File: src/rtl/core/hdg_pkg.sv
// Types and constants of the magnetometer heading unit.
// Used by every module of the unit; depends on nothing.
package hdg_pkg;

   localparam int DIFF_W    = 17;
   localparam int DATA_W    = 28;
   localparam int ANGLE_W   = 25;
   localparam int FRAC_BITS = 8;
   localparam int TABLE_LEN = 24;
   localparam int SAMPLE_W  = 16;
   localparam int OFFSET_W  = 12;
   localparam int HEADING_W = 16;
   localparam int CSR_IDX_W = 2;

   localparam logic [CSR_IDX_W-1:0] CSR_X_OFFSET = 2'd0;
   localparam logic [CSR_IDX_W-1:0] CSR_Y_OFFSET = 2'd1;

   localparam logic signed [ANGLE_W-1:0] HALF_TURN = 25'sd4608000;
   localparam logic [ANGLE_W:0]          FULL_TURN = 26'd9216000;
   localparam logic [ANGLE_W:0]          ROUND_HALF = 26'd128;
   localparam logic [HEADING_W-1:0]      HEADING_MOD = 16'd36000;

   localparam logic [ANGLE_W-2:0] ATAN_TABLE [TABLE_LEN] = '{
      24'd1152000, 24'd680065, 24'd359328, 24'd182400,
      24'd91554,   24'd45822,  24'd22916,  24'd11459,
      24'd5730,    24'd2865,   24'd1432,   24'd716,
      24'd358,     24'd179,    24'd90,     24'd45,
      24'd22,      24'd11,     24'd6,      24'd3,
      24'd1,       24'd1,      24'd0,      24'd0
   };

   typedef struct packed {
      logic                      valid;
      logic                      zero;
      logic signed [DATA_W-1:0]  x;
      logic signed [DATA_W-1:0]  y;
      logic signed [ANGLE_W-1:0] z;
   } hdg_vec_type;

endpackage

File: src/rtl/core/magnetometer_heading_unit.sv
// Magnetometer heading unit: hard-iron offset removal and atan2 heading by pipelined CORDIC.
// A request passes the front registers, the ANGLE_STEPS step registers and the back registers to its result.
// Throughput is one request per cycle while no result waits stalled; every register stage holds while the result waits.
// Synchronous reset empties the pipeline and clears both offsets to zero.
// Depends on hdg_pkg, hdg_front, hdg_step and hdg_back.
module magnetometer_heading_unit
   import hdg_pkg::*;
#(
   parameter int ANGLE_STEPS = 16
)
(
   input  logic                  clock,
   input  logic                  reset,
   input  logic                  req_valid,
   output logic                  req_stall,
   input  logic [SAMPLE_W-1:0]   req_x_sample,
   input  logic [SAMPLE_W-1:0]   req_y_sample,
   output logic                  rsp_valid,
   input  logic                  rsp_stall,
   output logic [HEADING_W-1:0]  rsp_heading_centideg,
   input  logic                  csr_write,
   input  logic [CSR_IDX_W-1:0]  csr_index,
   input  logic [OFFSET_W-1:0]   csr_wdata
);

   logic signed [OFFSET_W-1:0] x_offset_ff, y_offset_ff;
   logic                       en;
   hdg_vec_type                chain [ANGLE_STEPS+1];

   always_ff @(posedge clock) begin
      if (reset) begin
         x_offset_ff <= '0;
         y_offset_ff <= '0;
      end else if (csr_write) begin
         case (csr_index)
            CSR_X_OFFSET: x_offset_ff <= $signed(csr_wdata);
            CSR_Y_OFFSET: y_offset_ff <= $signed(csr_wdata);
            default: ;
         endcase
      end
   end

   assign en        = !(rsp_valid && rsp_stall);
   assign req_stall = !en;

   hdg_front u_front (
      .clock    (clock),
      .reset    (reset),
      .en       (en),
      .in_valid (req_valid),
      .x_sample ($signed(req_x_sample)),
      .y_sample ($signed(req_y_sample)),
      .x_offset (x_offset_ff),
      .y_offset (y_offset_ff),
      .vec_out  (chain[0])
   );

   for (genvar k = 0; k < ANGLE_STEPS; k++) begin : g_step
      hdg_step #(.STEP(k)) u_step (
         .clock   (clock),
         .reset   (reset),
         .en      (en),
         .vec_in  (chain[k]),
         .vec_out (chain[k+1])
      );
   end

   hdg_back u_back (
      .clock     (clock),
      .reset     (reset),
      .en        (en),
      .vec_in    (chain[ANGLE_STEPS]),
      .out_valid (rsp_valid),
      .heading   (rsp_heading_centideg)
   );

endmodule

File: src/rtl/core/hdg_front.sv
// Front end of the heading unit: offset subtraction and half-plane pre-rotation.
// Depends on hdg_pkg.
module hdg_front
   import hdg_pkg::*;
(
   input  logic                       clock,
   input  logic                       reset,
   input  logic                       en,
   input  logic                       in_valid,
   input  logic signed [SAMPLE_W-1:0] x_sample,
   input  logic signed [SAMPLE_W-1:0] y_sample,
   input  logic signed [OFFSET_W-1:0] x_offset,
   input  logic signed [OFFSET_W-1:0] y_offset,
   output hdg_vec_type                vec_out
);

   logic                      a_valid_ff;
   logic signed [DIFF_W-1:0]  dx_ff, dy_ff;
   logic signed [DIFF_W-1:0]  dx_in, dy_in;

   logic                      b_valid_ff;
   logic                      zero_ff, zero_in;
   logic signed [DATA_W-1:0]  x_ff, y_ff, x_in, y_in;
   logic signed [ANGLE_W-1:0] z_ff, z_in;
   logic signed [DATA_W-1:0]  dx_ext, dy_ext;

   assign dx_in = DIFF_W'(x_sample) - DIFF_W'(x_offset);
   assign dy_in = DIFF_W'(y_sample) - DIFF_W'(y_offset);

   assign dx_ext = DATA_W'(dx_ff);
   assign dy_ext = DATA_W'(dy_ff);

   always_comb begin
      zero_in = (dx_ff == '0) && (dy_ff == '0);
      if (dx_ff[DIFF_W-1]) begin
         x_in = (-dx_ext) <<< FRAC_BITS;
         y_in = (-dy_ext) <<< FRAC_BITS;
         z_in = HALF_TURN;
      end else begin
         x_in = dx_ext <<< FRAC_BITS;
         y_in = dy_ext <<< FRAC_BITS;
         z_in = '0;
      end
   end

   always_ff @(posedge clock) begin
      if (reset) begin
         a_valid_ff <= 1'b0;
         b_valid_ff <= 1'b0;
      end else if (en) begin
         a_valid_ff <= in_valid;
         b_valid_ff <= a_valid_ff;
      end
   end

   always_ff @(posedge clock) begin
      if (en) begin
         dx_ff   <= dx_in;
         dy_ff   <= dy_in;
         zero_ff <= zero_in;
         x_ff    <= x_in;
         y_ff    <= y_in;
         z_ff    <= z_in;
      end
   end

   assign vec_out = '{valid: b_valid_ff, zero: zero_ff, x: x_ff, y: y_ff, z: z_ff};

endmodule

File: src/rtl/core/hdg_step.sv
// One registered micro-rotation of the vectoring CORDIC.
// Depends on hdg_pkg for the vector type and the arctangent table.
module hdg_step
   import hdg_pkg::*;
#(
   parameter int STEP = 0
)
(
   input  logic        clock,
   input  logic        reset,
   input  logic        en,
   input  hdg_vec_type vec_in,
   output hdg_vec_type vec_out
);

   localparam logic signed [ANGLE_W-1:0] ANGLE = $signed({1'b0, ATAN_TABLE[STEP]});

   logic                      valid_ff;
   logic                      zero_ff;
   logic signed [DATA_W-1:0]  x_ff, y_ff, x_in, y_in;
   logic signed [ANGLE_W-1:0] z_ff, z_in;
   logic signed [DATA_W-1:0]  x_sh, y_sh;

   assign x_sh = vec_in.x >>> STEP;
   assign y_sh = vec_in.y >>> STEP;

   always_comb begin
      if (!vec_in.y[DATA_W-1]) begin
         x_in = vec_in.x + y_sh;
         y_in = vec_in.y - x_sh;
         z_in = vec_in.z + ANGLE;
      end else begin
         x_in = vec_in.x - y_sh;
         y_in = vec_in.y + x_sh;
         z_in = vec_in.z - ANGLE;
      end
   end

   always_ff @(posedge clock) begin
      if (reset) begin
         valid_ff <= 1'b0;
      end else if (en) begin
         valid_ff <= vec_in.valid;
      end
   end

   always_ff @(posedge clock) begin
      if (en) begin
         zero_ff <= vec_in.zero;
         x_ff    <= x_in;
         y_ff    <= y_in;
         z_ff    <= z_in;
      end
   end

   assign vec_out = '{valid: valid_ff, zero: zero_ff, x: x_ff, y: y_ff, z: z_ff};

endmodule

File: src/rtl/core/hdg_back.sv
// Back end of the heading unit: turn wrap, rounding to hundredths and the result register.
// Depends on hdg_pkg.
module hdg_back
   import hdg_pkg::*;
(
   input  logic                 clock,
   input  logic                 reset,
   input  logic                 en,
   input  hdg_vec_type          vec_in,
   output logic                 out_valid,
   output logic [HEADING_W-1:0] heading
);

   logic                 f_valid_ff;
   logic                 f_zero_ff;
   logic [HEADING_W-1:0] coarse_ff, coarse_in;
   logic signed [ANGLE_W:0] z_ext;
   logic [ANGLE_W:0]     wrapped;

   logic                 out_valid_ff;
   logic [HEADING_W-1:0] heading_ff, heading_in;

   assign z_ext   = (ANGLE_W + 1)'(vec_in.z);
   assign wrapped = $unsigned(z_ext) + (vec_in.z[ANGLE_W-1] ? FULL_TURN : '0) + ROUND_HALF;
   assign coarse_in = wrapped[FRAC_BITS +: HEADING_W];

   always_comb begin
      if (f_zero_ff) begin
         heading_in = '0;
      end else if (coarse_ff >= HEADING_MOD) begin
         heading_in = coarse_ff - HEADING_MOD;
      end else begin
         heading_in = coarse_ff;
      end
   end

   always_ff @(posedge clock) begin
      if (reset) begin
         f_valid_ff   <= 1'b0;
         out_valid_ff <= 1'b0;
      end else if (en) begin
         f_valid_ff   <= vec_in.valid;
         out_valid_ff <= f_valid_ff;
      end
   end

   always_ff @(posedge clock) begin
      if (en) begin
         f_zero_ff  <= vec_in.zero;
         coarse_ff  <= coarse_in;
         heading_ff <= heading_in;
      end
   end

   assign out_valid = out_valid_ff;
   assign heading   = heading_ff;

endmodule

File: config.mk
export PLATFORM = sky130hd
export DESIGN_NAME = magnetometer_heading_unit
export DESIGN_NICKNAME = d
export VERILOG_FILES = /design/src/rtl/core/hdg_pkg.sv /design/src/rtl/core/magnetometer_heading_unit.sv /design/src/rtl/core/hdg_front.sv /design/src/rtl/core/hdg_step.sv /design/src/rtl/core/hdg_back.sv
export SDC_FILE = /design/constraint.sdc
export NUM_CORES = 2
export LEC_CHECK = 0
export BUFFER_PORTS_ARGS = -buffer_cell sky130_fd_sc_hd__clkbuf_2
export CORE_MARGIN = 2
export CORE_UTILIZATION = 45
export CTS_CLUSTER_DIAMETER = 30
export CTS_CLUSTER_SIZE = 12
export DETAILED_ROUTE_END_ITERATION = 10
export GPL_ROUTABILITY_DRIVEN = 1
export GPL_TIMING_DRIVEN = 0
export PLACE_DENSITY = 0.61
export SKIP_CTS_REPAIR_TIMING = 1
export SYNTH_ARGS = -nofsm -noshare
export SYNTH_HDL_FRONTEND = slang
export SYNTH_HIERARCHICAL = 1
export SYNTH_SLANG_ARGS = --single-unit
File: constraint.sdc
create_clock -name clock -period 111 [get_ports clock]
set_input_delay 16.65 -clock clock [delete_from_list [all_inputs] [get_ports clock]]
set_output_delay 16.65 -clock clock [all_outputs]
set_load 0.005 [all_outputs]
**Yosys cells after proc, flatten, opt, wreduce, memory -nomap -nowiden**

Cells that the tools add are included.

- Mux-type cells: 50
- Order comparisons: 1
- Add/subtract/negate cells: 96
- Reduce and logical (&&, ||, !) cells: 7
- Eq/ne operators: 1

Operators by type and width:

| cell | number |
|---|---|
| two-way mux 28 bit | 30 |
| two-way mux 25 bit | 16 |
| adder 28 x 15 -> 28 bit | 2 |
| adder 28 x 16 -> 28 bit | 2 |
| adder 28 x 17 -> 28 bit | 2 |
| adder 28 x 18 -> 28 bit | 2 |
| adder 28 x 19 -> 28 bit | 2 |
| adder 28 x 20 -> 28 bit | 2 |
| adder 28 x 21 -> 28 bit | 2 |
| adder 28 x 22 -> 28 bit | 2 |
| adder 28 x 23 -> 28 bit | 2 |
| adder 28 x 24 -> 28 bit | 2 |
| adder 28 x 25 -> 28 bit | 2 |
| adder 28 x 26 -> 28 bit | 2 |
| adder 28 x 27 -> 28 bit | 2 |
| subtractor 28 x 15 -> 28 bit | 2 |
| subtractor 28 x 16 -> 28 bit | 2 |
| subtractor 28 x 17 -> 28 bit | 2 |
| subtractor 28 x 18 -> 28 bit | 2 |
| subtractor 28 x 19 -> 28 bit | 2 |
| subtractor 28 x 20 -> 28 bit | 2 |
| subtractor 28 x 21 -> 28 bit | 2 |
| subtractor 28 x 22 -> 28 bit | 2 |
| subtractor 28 x 23 -> 28 bit | 2 |
| other kinds (54) | 65 |

- Output and inout port bits: 18
- Word-level logic and storage cells: 248
- Register bits: 1421

**Longest topological paths before layout**

- Depth in word-level cells: 3
- Mapped depth: 19
- Gate-level depth less buffers: 18

**Modules after synthesis**

The synthesis kept the hierarchy.

Modules (own cells, without submodules):

| module | instances | seq. area each (um2) | cells each | area an instance (um2) |
|---|---|---|---|---|
| hdg_step at g_step[13].u_step | 1 | 2482.4 | 834 | 7691.1 |
| hdg_step at g_step[5].u_step | 1 | 2482.4 | 829 | 7691.1 |
| hdg_step at g_step[0].u_step | 1 | 2452.4 | 861 | 7648.6 |
| hdg_step at g_step[1].u_step | 1 | 2482.4 | 812 | 7574.8 |
| hdg_step at g_step[14].u_step | 1 | 2482.4 | 798 | 7482.2 |
| hdg_step at g_step[9].u_step | 1 | 2482.4 | 797 | 7464.7 |
| hdg_step at g_step[11].u_step | 1 | 2482.4 | 785 | 7377.1 |
| hdg_step at g_step[8].u_step | 1 | 2482.4 | 771 | 7365.8 |
| hdg_step at g_step[7].u_step | 1 | 2482.4 | 771 | 7354.6 |
| hdg_step at g_step[12].u_step | 1 | 2482.4 | 773 | 7298.2 |
| hdg_step at g_step[10].u_step | 1 | 2482.4 | 768 | 7279.5 |
| hdg_step at g_step[4].u_step | 1 | 2482.4 | 762 | 7247.0 |
| hdg_step at g_step[15].u_step | 1 | 2482.4 | 772 | 7245.7 |
| hdg_step at g_step[2].u_step | 1 | 2482.4 | 766 | 7235.7 |
| 5 more rows | - | - | - | - |

**Worst setup path before layout**

Ideal clock, no wire load.

- Path kind: input to output
- From: in rsp_stall
- To: out req_stall
- Setup slack: 45989 ps
- Stages on the path: 2
- Required time: 94350 ps
- Arrival time: 48361 ps
- Cell sequence: nand2_1 > inv_1

- Cells in the longest elaborated chain, start to end: 1

RTL lines:

| item | RTL line | RTL |
|---|---|---|
| start: declaration | magnetometer_heading_unit.sv:19 | `input logic rsp_stall,` |
| logical AND 1 bit | magnetometer_heading_unit.sv:43 | `assign en = !(rsp_valid && rsp_stall);` |
| end: declaration | magnetometer_heading_unit.sv:15 | `output logic req_stall,` |

No other way between the ends.

**Final worst setup path**

Ends and elaborated chain as after synthesis.

==> results.py <==
metrics = {
    "timing": {
        "tns_ps": 0,
        "finalHoldViolations": 0,
        "max_freq_ghz": 0.02880,
        "rsz0062_at_grt": "false",
        "drv_slew": 0,
        "fin_crit_ps": 34720,
        "setup_slack_ps": 76280,
        "period_share_pct": 31.28,
        "setup_viol": 0,
        "max_slew_margin_pct": 21.31,
        "tightest_slew_ps": 1170,
        "finClkSkew_ps": 38.36,
    },
    "route": {
        "wirelength_um": 314200,
        "drt_iter0_markers": 7271,
        "post_drt_wl_per_cell_um": 19.22,
        "dr.pass1.iters": 8,
        "dr.max_layer_used": "met4",
        "num_vias": 94500,
        "drt-vias-per-instance": 5.781,
        "met2WireLength_um": 144100,
        "ant_nets": 0,
        "drc_errors": 0,
        "drt-met1-wl_um": 144800,
        "wl_met3_um": 17130,
    },
    "setup_path": {
        "cp_slowest_stage_delay_ps": 330,
        "cp_data_arrival_time_ps": 18070,
        "cp_data_required_time_ps": 94350,
        "cp-start-kind": "input pin",
        "r2r-start": "g_step[0].u_step/y_ff[27]$_DFFE_PP_",
        "cp_num_buf_inv": 6,
        "crit_type": "in -> out",
        "critPathMaxFanout": 68,
        "startpoint": "rsp_stall",
        "worst_setup_path_end_kind": "output pin",
        "cp_top_family": "buffers and inverters",
        "critPathSlowestCell": "buf_16",
        "worstPathCellList": "clkbuf_2 -> nand2_4 -> buf_16 -> buf_16 -> buf_12 -> inv_1 -> clkbuf_2",
    },
    "finish": {
        "num-nets-final": 14050,
        "drive_gt1_share_pct": 7.886,
        "area_delta_synth_final_pct": 14.22,
        "finalNonFillerCells": 16350,
        "fin_area_um2": 132000,
        "nFillCells": 23460,
    },
    "run_status": {
        "outcome": "finished, final reports clean",
    },
    "global_route": {
        "grt_pass1_wl_um": 497400,
        "overflow": 0,
        "antenna_found_initial": 3,
        "grt_usage_pct": 23.15,
        "grt_pass1_vias": 91320,
        "grt_max_degree": 77,
    },
    "cts": {
        "cts.sinks": 1332,
        "cts_buffers": 320,
        "max-clock-path-buffers": 4,
        "tritoncts": "built",
        "clk_pin_slew_ps": 50,
        "clkLatencyLatePin_ps": 880,
        "cts-root-buf": "clkbuf_16",
        "cts.htree.levels": 5,
    },
    "floorplan": {
        "start_util_pct": 45.13,
        "die_area_um2": 260800,
        "fp.dieH_um": 510.7,
        "std_cell_rows": 186,
        "ios": 69,
        "fp.dieW_um": 510.7,
        "core-area_um2": 256000,
    },
    "placement": {
        "io_buffer_count": 68,
        "routabilityCongestion": 0.9267,
        "dp_cells": 15750,
        "dp_slack_ps": 76260,
        "dp_hpwl_um": 247800,
        "dpl_cell_area_um2": 120800,
    },
    "synthesis": {
        "syn_avg_cell_area_um2": 9.439,
        "yosys_warnings": 6,
        "synth_area_um2": 115500,
        "netlist_instances": 12240,
    },
    "min_path": {
        "hp-start": "g_step[1].u_step/z_ff[0]$_DFFE_PP_",
        "hp-class": "reg -> reg",
    },
    "run": {
        "cap_viol_max_count": 0,
    },
}
==> routing by layer <==
metal / GRT usage (%) / up-vias
met2: 38.02 / 2515
met1: 31.65 / 45030
li1: - / 46450
met3: 3.373 / 506
met5: 0 / -
met4: 6.526 / 0
==> per-stage QoR <==
stage / hold WS [ps] / utilization [%]
2_1_floorplan: 400.3 / -
3_3_place_gp: 401.0 / 46.98
3_5_place_dp: 405.6 / 47.20
4_1_cts: 411.1 / 51.55
5_1_grt: 418.9 / 51.55
6_report: 415.5 / 51.55
==> area by class of cell <==
cell class              count  area [um2]  area share (%)
plain buffers             346        1724           1.306
clock buffers             363        8253           6.253
diodes                      2       5.005        0.003792
multi-input cells       10050       72350           54.82
repair buffers             89       903.4          0.6845
inverters                 550        2064           1.564
flip-flops and latches   1332       39560           29.97
well taps                3384        4234           3.208
clock inverters           229        2888           2.188
==> cells in the final DEF (no fill, tap or decap), types with 68 or more instances in the layout <==
| master | count |
|---|---|
| clkbuf_16 | 323 |
| nor4_1 | 91 |
| clkbuf_2 | 69 |
| a211oi_1 | 129 |
| o21ai_1 | 73 |
| a31oi_1 | 174 |
| clkbuf_1 | 238 |
| a21o_1 | 468 |
| o211ai_1 | 79 |
| nand2b_1 | 158 |
| xnor2_1 | 996 |
| buf_4 | 80 |
| o31ai_1 | 68 |
| ha_1 | 1266 |
| nor2b_1 | 172 |
| o21ai_0 | 551 |
| and3_1 | 144 |
| and2_1 | 72 |
| inv_1 | 546 |
| o21bai_1 | 148 |
| a21oi_1 | 1248 |
| nor2_1 | 1037 |
| xor2_1 | 529 |
| o21a_1 | 186 |
| nand3_1 | 220 |
| nand4_1 | 137 |
| nor3_1 | 294 |
| mux2i_1 | 76 |
| edfxtp_1 | 1288 |
| nand2_1 | 712 |
==> state kept, by name (all words and copies together) (netlist names), 17 cells and up <==
register and cells:
g_step.u_step/x_ff 377, g_step.u_step/y_ff 393, g_step.u_step/z_ff 393, u_front/dx_ff 17, u_front/dy_ff 17, u_front/x_ff 20, u_front/y_ff 20
==> worst paths after layout <==
path,to,depth (start not counted),slack (ps)
max reg2reg,g_step[1].u_step/y_ff[27]$_DFFE_PP_,14,105530
min reg2reg,g_step[2].u_step/z_ff[0]$_DFFE_PP_,0,420
max,req_stall,7,76280
min,g_step[2].u_step/z_ff[0]$_DFFE_PP_,0,420
Power is left out: the tool's default activity adds up to more than one toggle a clock period on the data nets, which glitch-free logic cannot reach.
